===== src/hdl/aer_pkg.sv =====
// ----------------------------------------------------------------------------
// aer_pkg
// shared types and constants for the aging event record table
// ----------------------------------------------------------------------------
package aer_pkg;

    localparam int ENTRIES_DEF    = 32;
    localparam int OWNER_BITS_DEF = 16;

    localparam int ACT_W      = 2;
    localparam int OWNER_IN_W = 16;
    localparam int DELTA_W    = 16;
    localparam int AGE_W      = 24;
    localparam int IN_DATA_W  = 40;
    localparam int OUT_DATA_W = 32;

    localparam logic [AGE_W-1:0] AGE_LIMIT = 24'd10238976;

    localparam logic [ACT_W-1:0] ACT_RECORD = 2'd0;
    localparam logic [ACT_W-1:0] ACT_TICK   = 2'd1;
    localparam logic [ACT_W-1:0] ACT_QUERY  = 2'd2;

    typedef enum logic [1:0] {
        ST_IDLE,
        ST_SCAN,
        ST_FINISH
    } state_t;

    // control from the sequencer to the scan datapath
    typedef struct packed {
        logic clear;
        logic data_vld;
    } scan_ctl_t;

endpackage


===== src/hdl/aer_ram.sv =====
// ----------------------------------------------------------------------------
// aer_ram
// simple dual port ram, one write and one registered read per cycle
// ----------------------------------------------------------------------------
module aer_ram
    import aer_pkg::*;
#(
    parameter int DEPTH = ENTRIES_DEF,
    parameter int WIDTH = AGE_W + OWNER_IN_W
)
(
    input  logic                     clk,
    input  logic                     wr_en,
    input  logic [$clog2(DEPTH)-1:0] wr_addr,
    input  logic [WIDTH-1:0]         wr_data,
    input  logic                     rd_en,
    input  logic [$clog2(DEPTH)-1:0] rd_addr,
    output logic [WIDTH-1:0]         rd_data
);

    logic [WIDTH-1:0] mem [DEPTH];

    always_ff @(posedge clk)
    begin
        if (wr_en)
        begin
            mem[wr_addr] <= wr_data;
        end
    end

    always_ff @(posedge clk)
    begin
        if (rd_en)
        begin
            rd_data <= mem[rd_addr];
        end
    end

endmodule


===== src/hdl/aer_scan.sv =====
// ----------------------------------------------------------------------------
// aer_scan
// running oldest-entry search and per-owner youngest-age search over the
// entries streamed out of the ram
// ----------------------------------------------------------------------------
module aer_scan
    import aer_pkg::*;
#(
    parameter int ENTRIES = ENTRIES_DEF,
    parameter int OWN_W   = OWNER_IN_W
)
(
    input  logic                       clk,
    input  logic                       rst_n,
    input  scan_ctl_t                  ctl,
    input  logic [$clog2(ENTRIES)-1:0] idx,
    input  logic [AGE_W-1:0]           age,
    input  logic [OWN_W-1:0]           owner,
    input  logic [OWN_W-1:0]           match_owner,
    output logic [$clog2(ENTRIES)-1:0] best_idx,
    output logic                       have_best,
    output logic [AGE_W-1:0]           min_age,
    output logic                       found
);

    localparam int IDX_W = $clog2(ENTRIES);

    logic [AGE_W-1:0] best_age_reg, best_age_next;
    logic [IDX_W-1:0] best_idx_reg, best_idx_next;
    logic             have_reg, have_next;
    logic [AGE_W-1:0] min_age_reg, min_age_next;
    logic             found_reg, found_next;

    always_ff @(posedge clk or negedge rst_n)
    begin
        if (!rst_n)
        begin
            have_reg  <= 1'b0;
            found_reg <= 1'b0;
        end
        else
        begin
            have_reg  <= have_next;
            found_reg <= found_next;
        end
    end

    always_ff @(posedge clk)
    begin
        best_age_reg <= best_age_next;
        best_idx_reg <= best_idx_next;
        min_age_reg  <= min_age_next;
    end

    always_comb
    begin
        best_age_next = best_age_reg;
        best_idx_next = best_idx_reg;
        have_next     = have_reg;
        min_age_next  = min_age_reg;
        found_next    = found_reg;
        if (ctl.clear)
        begin
            best_age_next = '0;
            best_idx_next = '0;
            have_next     = 1'b0;
            min_age_next  = AGE_LIMIT;
            found_next    = 1'b0;
        end
        else if (ctl.data_vld)
        begin
            // strict compare keeps the lowest index on ties
            if (age > best_age_reg)
            begin
                best_age_next = age;
                best_idx_next = idx;
                have_next     = 1'b1;
            end
            if (owner == match_owner)
            begin
                found_next = 1'b1;
                if (age < min_age_reg)
                begin
                    min_age_next = age;
                end
            end
        end
    end

    assign best_idx  = best_idx_reg;
    assign have_best = have_reg;
    assign min_age   = min_age_reg;
    assign found     = found_reg;

endmodule


===== src/hdl/aging_event_record_table.sv =====
// ----------------------------------------------------------------------------
// aging_event_record_table
// table of owner/age records in one ram: record, tick and query requests
// ----------------------------------------------------------------------------
// sequence: record, tick and query scan every stored entry before finish; a
//   record without may_record skips the scan and goes straight to finish
// throughput: one request at a time, one ram read per entry per cycle; the
//   next request is taken the cycle after the result loads, and a result
//   still waiting on the output holds the next one in finish
// reset: entry count cleared, ram contents left as they are
// ----------------------------------------------------------------------------
module aging_event_record_table
    import aer_pkg::*;
#(
    parameter int ENTRIES    = ENTRIES_DEF,
    parameter int OWNER_BITS = OWNER_BITS_DEF
)
(
    input  logic                  clk,
    input  logic                  rst_n,
    input  logic                  s_axis_tvalid,
    output logic                  s_axis_tready,
    // owner_id[15:0], may_record[16], delta_time[32:17], zero fill
    input  logic [IN_DATA_W-1:0]  s_axis_tdata,
    // action[1:0]
    input  logic [ACT_W-1:0]      s_axis_tuser,
    output logic                  m_axis_tvalid,
    input  logic                  m_axis_tready,
    // newest_age[23:0], owner_found[24], record_dropped[25], zero fill
    output logic [OUT_DATA_W-1:0] m_axis_tdata
);

    localparam int OWN_W  = (OWNER_BITS < OWNER_IN_W) ? OWNER_BITS : OWNER_IN_W;
    localparam int IDX_W  = $clog2(ENTRIES);
    localparam int CNT_W  = $clog2(ENTRIES + 1);
    localparam int WORD_W = OWN_W + AGE_W;

    state_t             state_reg, state_next;
    logic [ACT_W-1:0]   act_reg, act_next;
    logic [OWN_W-1:0]   own_reg, own_next;
    logic               rec_ok_reg, rec_ok_next;
    logic [DELTA_W-1:0] delta_reg, delta_next;
    logic [CNT_W-1:0]   cnt_reg, cnt_next;
    logic [CNT_W-1:0]   rd_ptr_reg, rd_ptr_next;
    logic               pend_reg, pend_next;
    logic [IDX_W-1:0]   pend_idx_reg, pend_idx_next;
    logic               m_valid_reg, m_valid_next;
    logic [OUT_DATA_W-1:0] m_data_reg, m_data_next;

    logic               in_fire;
    logic               issue;
    logic               wr_en;
    logic [IDX_W-1:0]   wr_addr;
    logic [WORD_W-1:0]  wr_data;
    logic [WORD_W-1:0]  rd_data;
    logic [AGE_W-1:0]   rd_age;
    logic [OWN_W-1:0]   rd_owner;
    logic [AGE_W:0]     age_sum;
    logic [AGE_W-1:0]   age_sat;
    scan_ctl_t          scan_ctl;
    logic [IDX_W-1:0]   best_idx;
    logic               have_best;
    logic [AGE_W-1:0]   min_age;
    logic               found;
    logic               dropped;

    assign in_fire  = s_axis_tvalid && s_axis_tready;
    assign rd_age   = rd_data[AGE_W-1:0];
    assign rd_owner = rd_data[WORD_W-1:AGE_W];
    assign issue    = (state_reg == ST_SCAN) && (rd_ptr_reg < cnt_reg);
    assign age_sum  = {1'b0, rd_age} + (AGE_W + 1)'(delta_reg);
    assign age_sat  = (age_sum > {1'b0, AGE_LIMIT}) ? AGE_LIMIT : age_sum[AGE_W-1:0];

    assign scan_ctl.clear    = in_fire;
    assign scan_ctl.data_vld = pend_reg;

    aer_ram #(
        .DEPTH (ENTRIES),
        .WIDTH (WORD_W)
    ) u_ram (
        .clk     (clk),
        .wr_en   (wr_en),
        .wr_addr (wr_addr),
        .wr_data (wr_data),
        .rd_en   (issue),
        .rd_addr (rd_ptr_reg[IDX_W-1:0]),
        .rd_data (rd_data)
    );

    aer_scan #(
        .ENTRIES (ENTRIES),
        .OWN_W   (OWN_W)
    ) u_scan (
        .clk         (clk),
        .rst_n       (rst_n),
        .ctl         (scan_ctl),
        .idx         (pend_idx_reg),
        .age         (rd_age),
        .owner       (rd_owner),
        .match_owner (own_reg),
        .best_idx    (best_idx),
        .have_best   (have_best),
        .min_age     (min_age),
        .found       (found)
    );

    always_ff @(posedge clk or negedge rst_n)
    begin
        if (!rst_n)
        begin
            state_reg   <= ST_IDLE;
            cnt_reg     <= '0;
            rd_ptr_reg  <= '0;
            pend_reg    <= 1'b0;
            m_valid_reg <= 1'b0;
        end
        else
        begin
            state_reg   <= state_next;
            cnt_reg     <= cnt_next;
            rd_ptr_reg  <= rd_ptr_next;
            pend_reg    <= pend_next;
            m_valid_reg <= m_valid_next;
        end
    end

    always_ff @(posedge clk)
    begin
        act_reg      <= act_next;
        own_reg      <= own_next;
        rec_ok_reg   <= rec_ok_next;
        delta_reg    <= delta_next;
        pend_idx_reg <= pend_idx_next;
        m_data_reg   <= m_data_next;
    end

    always_comb
    begin
        state_next    = state_reg;
        act_next      = act_reg;
        own_next      = own_reg;
        rec_ok_next   = rec_ok_reg;
        delta_next    = delta_reg;
        cnt_next      = cnt_reg;
        rd_ptr_next   = rd_ptr_reg;
        pend_next     = issue;
        pend_idx_next = rd_ptr_reg[IDX_W-1:0];
        m_valid_next  = m_valid_reg && !m_axis_tready;
        m_data_next   = m_data_reg;
        s_axis_tready = 1'b0;
        wr_en         = 1'b0;
        wr_addr       = pend_idx_reg;
        wr_data       = {rd_owner, age_sat};
        dropped       = 1'b0;

        case (state_reg)
            ST_IDLE:
            begin
                s_axis_tready = 1'b1;
                if (s_axis_tvalid)
                begin
                    act_next    = s_axis_tuser;
                    own_next    = s_axis_tdata[OWN_W-1:0];
                    rec_ok_next = s_axis_tdata[16];
                    delta_next  = s_axis_tdata[32:17];
                    rd_ptr_next = '0;
                    if (s_axis_tuser == ACT_TICK || s_axis_tuser == ACT_QUERY ||
                        (s_axis_tuser == ACT_RECORD && s_axis_tdata[16]))
                    begin
                        state_next = ST_SCAN;
                    end
                    else
                    begin
                        state_next = ST_FINISH;
                    end
                end
            end

            ST_SCAN:
            begin
                if (issue)
                begin
                    rd_ptr_next = rd_ptr_reg + 1'b1;
                end
                // tick writes back the entry read in the previous cycle
                if (pend_reg && act_reg == ACT_TICK)
                begin
                    wr_en = 1'b1;
                end
                if (!issue && !pend_reg)
                begin
                    state_next = ST_FINISH;
                end
            end

            ST_FINISH:
            begin
                if (!m_valid_reg || m_axis_tready)
                begin
                    if (act_reg == ACT_RECORD && rec_ok_reg)
                    begin
                        wr_data = {own_reg, {AGE_W{1'b0}}};
                        if (have_best)
                        begin
                            wr_en   = 1'b1;
                            wr_addr = best_idx;
                        end
                        else if (cnt_reg < CNT_W'(ENTRIES))
                        begin
                            wr_en    = 1'b1;
                            wr_addr  = cnt_reg[IDX_W-1:0];
                            cnt_next = cnt_reg + 1'b1;
                        end
                        else
                        begin
                            dropped = 1'b1;
                        end
                    end
                    m_valid_next = 1'b1;
                    if (act_reg == ACT_QUERY)
                    begin
                        m_data_next = {{(OUT_DATA_W - AGE_W - 2){1'b0}}, 1'b0, found, min_age};
                    end
                    else
                    begin
                        m_data_next = {{(OUT_DATA_W - AGE_W - 2){1'b0}}, dropped, 1'b0,
                                       {AGE_W{1'b0}}};
                    end
                    state_next = ST_IDLE;
                end
            end

            default:
            begin
                state_next = ST_IDLE;
            end
        endcase
    end

    assign m_axis_tvalid = m_valid_reg;
    assign m_axis_tdata  = m_data_reg;

    a_cnt_bound: assert property (@(posedge clk) disable iff (!rst_n)
        cnt_reg <= CNT_W'(ENTRIES))
        else $error("entry count beyond table size");

    a_cnt_step: assert property (@(posedge clk) disable iff (!rst_n)
        (cnt_reg != $past(cnt_reg)) |-> (cnt_reg == $past(cnt_reg) + 1'b1))
        else $error("entry count moved by more than one");

    a_wr_state: assert property (@(posedge clk) disable iff (!rst_n)
        wr_en |-> (state_reg == ST_SCAN || state_reg == ST_FINISH))
        else $error("ram write outside scan or finish");

    a_accept_leaves_idle: assert property (@(posedge clk) disable iff (!rst_n)
        in_fire |=> (state_reg != ST_IDLE))
        else $error("accepted request did not start");

    a_rd_ptr_bound: assert property (@(posedge clk) disable iff (!rst_n)
        (state_reg == ST_SCAN) |-> (rd_ptr_reg <= cnt_reg))
        else $error("read pointer ran past entry count");

endmodule

===== config.mk =====
export PLATFORM = sky130hd
export DESIGN_NAME = aging_event_record_table
export DESIGN_NICKNAME = d
export VERILOG_FILES = /design/src/hdl/aer_pkg.sv /design/src/hdl/aer_ram.sv /design/src/hdl/aer_scan.sv /design/src/hdl/aging_event_record_table.sv
export SDC_FILE = /design/constraint.sdc
export NUM_CORES = 1
export LEC_CHECK = 0
export BUFFER_PORTS_ARGS = -buffer_cell sky130_fd_sc_hd__buf_2
export CAP_MARGIN = 20
export CORE_MARGIN = 5
export CORE_UTILIZATION = 45
export DETAILED_ROUTE_END_ITERATION = 7
export GPL_ROUTABILITY_DRIVEN = 0
export HOLD_SLACK_MARGIN = 0.12
export PLACE_DENSITY_LB_ADDON = 0.12
export SYNTH_ARGS = -nofsm -noshare
export SYNTH_HDL_FRONTEND = slang
export SYNTH_SLANG_ARGS = --single-unit

===== constraint.sdc =====
create_clock -name clk -period 8.15 [get_ports clk]
set_input_delay 0.815 -clock clk [delete_from_list [all_inputs] [get_ports clk]]
set_output_delay 0.815 -clock clk [all_outputs]
set_load 0.03 [all_outputs]

==> results of run 1 <==
[per-layer routing]
| layer | wire, µm | track usage (%) |
|---|---|---|
| met4 | 3270 | 5.54 |
| met1 | 61200 | 29.9 |
| met2 | 70500 | 34.9 |
| met5 | 0 | 0 |
| met3 | 8460 | 3.55 |
[layout make-up]
class / instances / share of cell area, %
Sequential cell: 1457 / 65.4
Multi-Input combinational cell: 1131 / 21.9
Clock buffer: 194 / 6.31
Tap cell: 1662 / 3.16
Timing Repair Buffer: 142 / 1.73
Clock inverter: 84 / 1.14
Inverter: 65 / 0.372
Antenna cell: 2 / 0.00760
[metrics by stage]
stage | util [%] | instance area (µm²) | total power (µW)
floorplan | - | 58000 | 12400
global placement | 47.4 | 60700 | 13500
detailed placement | 47.5 | 60700 | 13700
CTS | 51.4 | 65700 | 20500
global route | 51.5 | 65900 | 21300
finish | 51.5 | 65900 | 20400
[power breakdown]
part	internal, µW	switching, µW
Sequential	9240	224
Clock	3990	2820
Combinational	1710	2460
[worst max-delay path by stage]
stage / start / endpoint / slack (ns) / cells after the start
2_1_floorplan: u_ram.rd_data[0]$_DFFE_PP_ / u_ram.mem[0][21]$_DFFE_PP_ / 3.08 / 12
5_1_grt: u_ram.rd_data[0]$_DFFE_PP_ / u_ram.mem[15][20]$_DFFE_PP_ / 2.61 / 12
4_1_cts: u_ram.rd_data[0]$_DFFE_PP_ / u_ram.mem[25][4]$_DFFE_PP_ / 2.62 / 11
3_3_place_gp: m_axis_tready / u_ram.mem[15][29]$_DFFE_PP_ / 1.80 / 11
6_report: u_ram.rd_data[0]$_DFFE_PP_ / u_ram.mem[10][20]$_DFFE_PP_ / 2.88 / 12
3_5_place_dp: m_axis_tready / u_ram.mem[27][31]$_DFFE_PP_ / 2.62 / 11
[synthesized netlist by cell type, drive strengths merged, types with 3 or more instances]
cell type,number,area (µm²)
edfxtp,1381,41500
nand3,15,75.1
xnor2,25,219
nand2,149,562
xor2,13,114
mux2i,39,390
inv,65,244
nand3b,3,22.5
nand4,20,125
a21o,30,225
or3,8,50.1
o21ai,20,100
nand2b,8,50.1
and2,27,169
mux4,400,9010
mux2,41,462
nor3,10,50.1
o21a,14,105
o41ai,12,105
nor4,3,25.0
clkbuf,96,362
a21oi,54,312
a22oi,5,37.5
o211ai,17,128
and4,3,28.8
buf,46,230
a21boi,5,37.5
a211oi,11,105
ha,74,926
nor2b,5,31.3
nor2,77,289
dfxtp,58,1160
o21bai,3,26.3
dfrtp,18,450
and3,5,31.3
o31ai,3,22.5
[what timing repair did]
action                    4_1_cts  5_1_grt
gates resized for setup         0        0
hold endpoints to repair       18        0
hold buffers                    1        0
[worst register-to-register path: stages, from the launching register on]
cell and delay (ns):
edfxtp_1 0.47, ha_1 0.25, fa_1 0.43, a211oi_1 0.42
o21ai_1 0.22, a21o_1 0.26, a21oi_2 0.27, o21ai_0 0.18
xnor2_1 0.19, nor4b_1 0.35, a211o_1 0.65, buf_4 0.34
o21a_1 0.85
[cells by family after synthesis]
logic type	after synthesis	synth area share, %
other cells	1	0.00646
flops	1457	74.3
xor+xnor	38	0.574
mux	480	17.0
fa+ha+maj	75	1.63
simple gates	342	2.73
buf+inv	207	1.44
compound gates	190	2.36
==> impl_metrics.env, run 1 <==
export IMPL_hold_viol_final=0
export IMPL_crit_path_top_delay_cell="o21a_1"
export IMPL_first_pass_iters=6
export IMPL_critPathTopFamily="compound AO/OA/AOI/OAI gates"
export IMPL_finClkSkew_ns=0.0404
export IMPL_path_class="flip-flop to flip-flop"
export IMPL_status="complete, no violations"
export IMPL_synthCells=2790
export IMPL_worst_ep_arrival_time_ns=5.66
export IMPL_critPathMaxFanout=32
export IMPL_hpwl_mm=77.4
export IMPL_synth_seq_area_share_pct=74.3
export IMPL_hp_class="input port to flip-flop"
export IMPL_htree_num_levels=4
export IMPL_rows=131
export IMPL_drt_initial_drc_count=2713
export IMPL_path_buf_inv=1
export IMPL_synth_seq_cells=1457
export IMPL_cts_root_buffer="clkbuf_16"
export IMPL_r2r_slack_ns=2.88
export IMPL_ir_drop_mv=0.266
export IMPL_seqCellArea_mm2=0.0431
export IMPL_drc_errors=0
export IMPL_core_area_mm2=0.128
export IMPL_hold_end="delta_reg[8]$_DFFE_PP_"
export IMPL_fill_cells=9966
export IMPL_ys_warn_count=0
export IMPL_grt_ovfl_total=0
export IMPL_rsz0062_at_grt="false"
export IMPL_clock_latency_ns=0.78
export IMPL_cap_violations=0
export IMPL_grt_pass1_vias=29200
export IMPL_min_period_ns=5.27
export IMPL_port_buffers=66
export IMPL_largest_register="u_ram.mem"
export IMPL_pin_count=80
export IMPL_cp_start_kind="flip-flop"
export IMPL_cp_required_ns=8.55
export IMPL_final_period_utilization_pct=64.6
export IMPL_place_inst=4445
export IMPL_final_common_cell="edfxtp_1"
export IMPL_antenna_found_initial=3
export IMPL_layoutNonFillerInstCount=4737
export IMPL_synth_ff_type="edfxtp_1"
export IMPL_largest_reg_flops=1280
export IMPL_grt_max_degree=146
export IMPL_cts_tree="yes"
export IMPL_cts_buffers=154
export IMPL_fin_nets=3072
export IMPL_finalSetupViolations=0
export IMPL_die_area_mm2=0.136
export IMPL_yosysUniqueCellTypes=72
export IMPL_ant_nets=0
export IMPL_min_from="s_axis_tdata[25]"
export IMPL_grt_pass1_wl_mm=208
export IMPL_setup_ws_ns=2.88
export IMPL_rr_startpoint="u_ram.rd_data[0]$_DFFE_PP_"
export IMPL_finalSetupTns_ns=0
export IMPL_drive_gt1_share_pct=28.3
export IMPL_timing_rr_end="u_ram.mem[10][20]$_DFFE_PP_"
export IMPL_leakage_uw=0.0210
export IMPL_fmax_ghz=0.190
export IMPL_dp_slack_ns=2.62
export IMPL_timing_slew_headroom_pct=17.6
export IMPL_clockBufferDepth=3
export IMPL_synth_edf_count=1381
export IMPL_synthToLayoutAreaGrowth_pct=13.6
export IMPL_slowest_delay_ns=0.85
export IMPL_worst_pin_slew_ns=1.24
export IMPL_slew_violations=0
export IMPL_reg2reg_depth=12
export IMPL_synthArstFlopShare_pct=1.24
export IMPL_syn_cell_area_mm2=0.0580
export IMPL_initial_core_util_pct=45.4
export IMPL_die_h_um=369
export IMPL_min_path_cells=1
export IMPL_vias=28200
export IMPL_power_density_mw_per_mm2=310
export IMPL_die_x_um=369
export IMPL_hold_slack_ns=0.208
export IMPL_clkTransAtPathRegs_ns=0.06
export IMPL_wire_per_inst_um=30.3
export IMPL_wirelength_mm=144
export IMPL_syn_area_per_cell_um2=20.8
export IMPL_cts_setup_buffers=0
export IMPL_cts_sinks=1457
export IMPL_final_cell_mix="1381 x edfxtp_1, 400 x mux4_2, 159 x clkbuf_16, 147 x nand2_1, 74 x ha_1"
export IMPL_crit_chain="ha_1, fa_1, a211oi_1, o21ai_1, a21o_1, a21oi_2, o21ai_0, xnor2_1, nor4b_1, a211o_1, buf_4, o21a_1"
export IMPL_crit_path_end_kind="flip-flop"
export IMPL_track_usage_pct=21.3
export IMPL_multi_input_area_mm2=0.0144
export IMPL_vias_per_cell=5.96
Power figures use the tool's default switching activity.
==> run 2, diff against run 1 <==
==> constraint.sdc (replaced) <==
create_clock -name clk -period 4.47 [get_ports clk]
set_input_delay 0.447 -clock clk [delete_from_list [all_inputs] [get_ports clk]]
set_output_delay 0.447 -clock clk [all_outputs]
set_load 0.03 [all_outputs]
==> run 2 against run 1 <==
  * Maximum frequency is 23% higher
  * Clock-buffer cell count down 6
  * Critical path depth rose by 5
  * Critical path type unchanged
==> impl_metrics.env, run 2 (synthesis gave the netlist of run 1 again) <==
export IMPL_final_common_cell="edfxtp_1"
export IMPL_largest_register="u_ram.mem"
export IMPL_worst_pin_slew_ns=1.05
export IMPL_path_class="flip-flop to flip-flop"
export IMPL_clock_latency_ns=0.78
export IMPL_timing_slew_headroom_pct=29.9
export IMPL_cap_violations=0
export IMPL_final_area_mm2=0.0675
export IMPL_final_period_utilization_pct=96.1
export IMPL_layoutNonFillerInstCount=4894
export IMPL_pin_count=80
export IMPL_leakage_uw=0.0217
export IMPL_worst_ep_arrival_time_ns=4.80
export IMPL_placed_area_mm2=0.0621
export IMPL_finClkSkew_ns=0.0263
export IMPL_clkTransAtPathRegs_ns=0.06
export IMPL_grt_pass1_vias=29900
export IMPL_ant_nets=0
export IMPL_fmax_ghz=0.233
export IMPL_largest_reg_flops=1280
export IMPL_die_x_um=369
export IMPL_cts_sinks=1457
export IMPL_fin_nets=3231
export IMPL_wire_per_inst_um=31.3
export IMPL_rows=131
export IMPL_hpwl_mm=82.5
export IMPL_status="complete, no violations"
export IMPL_core_area_mm2=0.128
export IMPL_first_pass_iters=6
export IMPL_wirelength_mm=153
export IMPL_cts_tree="yes"
export IMPL_htree_num_levels=4
export IMPL_slew_violations=0
export IMPL_initial_core_util_pct=45.4
export IMPL_antenna_found_initial=2
export IMPL_grt_ovfl_total=0
export IMPL_critPathMaxFanout=32
export IMPL_grt_pass1_wl_mm=218
export IMPL_grt_max_degree=134
export IMPL_place_inst=4567
export IMPL_hold_slack_ns=0.276
export IMPL_final_cell_mix="1381 x edfxtp_1, 400 x mux4_2, 156 x clkbuf_16, 147 x nand2_1, 145 x buf_4"
export IMPL_track_usage_pct=22.4
export IMPL_ir_drop_mv=0.372
export IMPL_min_period_ns=4.30
export IMPL_cts_buffers=154
export IMPL_vias_per_cell=6.02
export IMPL_cts_root_buffer="clkbuf_16"
export IMPL_hp_class="input port to flip-flop"
export IMPL_diodes=0
export IMPL_cp_start_kind="flip-flop"
export IMPL_die_area_mm2=0.136
export IMPL_drt_initial_drc_count=2971
export IMPL_synthToLayoutAreaGrowth_pct=16.3
export IMPL_finalSetupViolations=0
export IMPL_vias=29500
export IMPL_port_buffers=66
export IMPL_utilization_pct=52.8
export IMPL_drive_gt1_share_pct=30.6
export IMPL_clockBufferDepth=3
export IMPL_power_density_mw_per_mm2=558
export IMPL_drc_errors=0
export IMPL_finalSetupTns_ns=0
export IMPL_hold_viol_final=0
export IMPL_crit_path_end_kind="flip-flop"
export IMPL_die_h_um=369
export IMPL_cp_required_ns=4.97
## run 2: final timing paths
check	slack (ns)	cells past startpoint	to	from
max reg2reg	0.17	17	u_ram.mem[20][10]$_DFFE_PP_	delta_reg[1]$_DFFE_PP_
max in group asynchronous	2.96	3	rd_ptr_reg[0]$_DFFE_PN0P_	rst_n
min in group asynchronous	0.87	3	m_axis_tvalid$_DFF_PN0_	rst_n
min reg2reg	0.46	2	u_scan.best_age_reg[2]$_SDFFE_PP0P_	u_scan.best_age_reg[2]$_SDFFE_PP0P_
min	0.28	6	state_reg[1]$_DFFE_PN0P_	s_axis_tvalid
max	0.17	17	u_ram.mem[20][10]$_DFFE_PP_	delta_reg[1]$_DFFE_PP_
## run 2: where the power goes
group / leakage, µW / total (µW) / internal, µW / switching (µW)
Sequential: 0.0132 / 17100 / 16800 / 306
Combinational: 0.00619 / 8340 / 3550 / 4790
Clock: 0.00234 / 12200 / 6920 / 5230
## run 2: cell type report
type	count	area (µm²)
Clock inverter	90	773
Sequential cell	1457	43100
Timing Repair Buffer	292	2670
Inverter	65	245
Tap cell	1662	2080
Multi-Input combinational cell	1140	14600
Fill cell	9853	60400
Clock buffer	188	4000
## run 2: metrics by stage
| stage | setup WS [ns] | total power [µW] |
|---|---|---|
| after floorplan | -0.602 | 22600 |
| after global placement | -0.211 | 25300 |
| after detailed placement | -0.367 | 25500 |
| after CTS | 0.0287 | 37800 |
| after global routing | -0.00403 | 39200 |
| final | 0.175 | 37600 |
## run 2: layer usage
metal / global-route usage [%] / vias to the layer above / wire (µm)
met5: 0 / - / 0
met4: 5.26 / 0 / 2910
met3: 3.56 / 186 / 10000
met2: 36.6 / 1106 / 75200
met1: 32.1 / 16000 / 64800
li1: - / 12200 / -
## run 2: timing repair
action                     CTS  global route
gates cloned                 1             9
pin swaps                    2            10
setup endpoints to repair  288           304
setup buffers                0             1
gates resized for setup     10             8
hold endpoints to repair    56             0
hold buffers                38             0
## run 2: worst max-delay path, cell delays in order, from the launching register on
cell       delay, ns
edfxtp_1        0.43
buf_4           0.16
ha_1            0.27
a21o_1          0.16
nand4_1         0.23
a2111oi_4       0.44
o31ai_1         0.18
buf_4           0.17
o211a_1         0.13
nor4_2          0.36
buf_4           0.16
nand2_1         0.06
a211o_1         0.31
buf_4           0.19
buf_4           0.18
buf_4           0.16
o21a_1          0.24
buf_12          0.19
==> run 3, diff against run 2 <==
==> constraint.sdc (replaced) <==
create_clock -name clk -period 4.4 [get_ports clk]
set_input_delay 0.44 -clock clk [delete_from_list [all_inputs] [get_ports clk]]
set_output_delay 0.44 -clock clk [all_outputs]
set_load 0.03 [all_outputs]
==> run 3 against run 2 <==
  * Core utilization down 0.33 points
  * Sequential share of layout area up 0.41 points
  * Die area unchanged
  * Critical endpoint is now u_ram.mem[14][8]$_DFFE_PP_
  * Non-clock buffer count down 57
  * Register-to-register slack about the same
==> impl_metrics.env, run 3 (synthesis gave the netlist of run 1 again) <==
export IMPL_status="complete, no violations"
export IMPL_cts_root_buffer="clkbuf_16"
export IMPL_r2r_slack_ns=0.16
export IMPL_hp_class="input port to flip-flop"
export IMPL_die_x_um=369
export IMPL_final_common_cell="edfxtp_1"
export IMPL_drc_errors=0
export IMPL_wire_per_inst_um=31.0
export IMPL_power_density_mw_per_mm2=565
export IMPL_drive_gt1_share_pct=29.1
export IMPL_wirelength_mm=150
export IMPL_crit_path_end_kind="flip-flop"
export IMPL_die_h_um=369
export IMPL_vias=29000
export IMPL_path_class="flip-flop to flip-flop"
export IMPL_path_common_cell="a211oi_2"
export IMPL_clock_latency_ns=0.79
export IMPL_fmax_ghz=0.236
export IMPL_clkTransAtPathRegs_ns=0.06
export IMPL_rows=131
export IMPL_diodes=0
export IMPL_utilization_pct=52.4
export IMPL_leakage_uw=0.0214
export IMPL_finalSetupTns_ns=0
export IMPL_grt_pass1_wl_mm=214
export IMPL_cp_required_ns=5.02
export IMPL_seqCellArea_mm2=0.0431
export IMPL_slowest_delay_ns=0.54
export IMPL_final_cell_mix="1381 x edfxtp_1, 400 x mux4_2, 157 x clkbuf_16, 147 x nand2_1, 74 x ha_1"
export IMPL_min_period_ns=4.24
export IMPL_timing_slew_headroom_pct=24.3
export IMPL_die_area_mm2=0.136
export IMPL_fin_nets=3165
export IMPL_grt_max_degree=100
export IMPL_hpwl_mm=81.4
export IMPL_initial_core_util_pct=45.4
export IMPL_hold_viol_final=0
export IMPL_finalSetupViolations=0
export IMPL_worst_pin_slew_ns=1.14
export IMPL_track_usage_pct=22.1
export IMPL_clockBufferDepth=3
export IMPL_largest_reg_flops=1280
export IMPL_place_inst=4511
export IMPL_ir_drop_mv=0.433
export IMPL_first_pass_iters=6
export IMPL_crit_chain="ha_1, fa_1, a211oi_2, o21ai_1, a21o_1, a21oi_2, o21ai_0, xnor2_1, or4b_1, or3_1, buf_4, a211oi_2, buf_12"
export IMPL_final_period_utilization_pct=96.3
export IMPL_cts_buffers=154
export IMPL_layoutNonFillerInstCount=4822
export IMPL_htree_num_levels=4
export IMPL_rsz0062_at_grt="false"
export IMPL_critPathMaxFanout=32
export IMPL_dp_slack_ns=0.00535
export IMPL_setup_ws_ns=0.164
export IMPL_crit_path_top_delay_cell="or4b_1"
export IMPL_pin_count=80
export IMPL_ant_nets=0
export IMPL_synthToLayoutAreaGrowth_pct=15.6
export IMPL_drt_initial_drc_count=2728
export IMPL_finClkSkew_ns=0.0225
export IMPL_slew_violations=0
export IMPL_grt_pass1_vias=29800
export IMPL_largest_register="u_ram.mem"
export IMPL_core_area_mm2=0.128
export IMPL_antenna_found_initial=1
export IMPL_port_buffers=66
export IMPL_cts_sinks=1457
export IMPL_multi_input_area_mm2=0.0144
export IMPL_worst_ep_arrival_time_ns=4.85
export IMPL_grt_ovfl_total=0
export IMPL_fill_cells=9937
export IMPL_cap_violations=0
export IMPL_vias_per_cell=6.01
export IMPL_cp_start_kind="flip-flop"
export IMPL_cts_tree="yes"
-- run 3: power breakdown --
part	internal (µW)	total, µW	switching [µW]
combinational	3400	7930	4530
sequential	17100	17500	399
clock	7130	12400	5310
-- run 3: final timing paths --
check / from / to / cells past startpoint
worst max-delay path: u_ram.rd_data[0]$_DFFE_PP_ / u_ram.mem[14][8]$_DFFE_PP_ / 13
worst min-delay path: s_axis_tvalid / u_scan.min_age[23]$_SDFFE_PP1P_ / 4
worst max register to register: u_ram.rd_data[0]$_DFFE_PP_ / u_ram.mem[14][8]$_DFFE_PP_ / 13
worst min register to register: pend_idx_reg[2]$_DFF_P_ / u_scan.best_idx[2]$_SDFFE_PP0P_ / 2
max in group asynchronous: rst_n / rd_ptr_reg[3]$_DFFE_PN0P_ / 3
min in group asynchronous: rst_n / cnt_reg[5]$_DFFE_PN0P_ / 3
-- run 3: final cells by class --
cell class / instances / area share, %
tap: 1662 / 3.10
timing repair buffer: 235 / 3.60
multi-input combinational: 1131 / 21.5
inverter: 65 / 0.366
clock buffer: 196 / 6.11
sequential: 1457 / 64.3
clock inverter: 76 / 1.06
-- run 3: metal layers --
metal | GRT usage, % | part of all wire (%)
met2 | 34.9 | 48
met4 | 6.71 | 2.8
met3 | 4.34 | 7.4
met1 | 31.7 | 42
met5 | 0 | 0
-- run 3: critical path: cells and delay by family, from the launching register on --
family / cells / cell delay (ns)
flops: 1 / 0.40
simple gates: 2 / 0.93
fa+ha+maj: 2 / 0.67
xor+xnor: 1 / 0.19
buf+inv: 2 / 0.44
compound gates: 6 / 1.42
-- run 3: metrics by stage --
step           instance area [µm²]  total power, µW  hold WS, ns
5_1_grt                      67100            39400        0.294
3_5_place_dp                 61800            25700        0.415
3_3_place_gp                 61800            25500        0.390
6_report                     67100            37900        0.304
2_1_floorplan                58100            22900        0.144
4_1_cts                      67000            38200        0.234
-- run 3: repair_timing --
| action | CTS | global route |
|---|---|---|
| pin swaps | 0 | 2 |
| endpoints found under the setup margin | 77 | 353 |
| hold buffers | 38 | 0 |
| endpoints found under the hold margin | 55 | 0 |
| setup buffers | 0 | 1 |
| gates resized for setup | 4 | 2 |
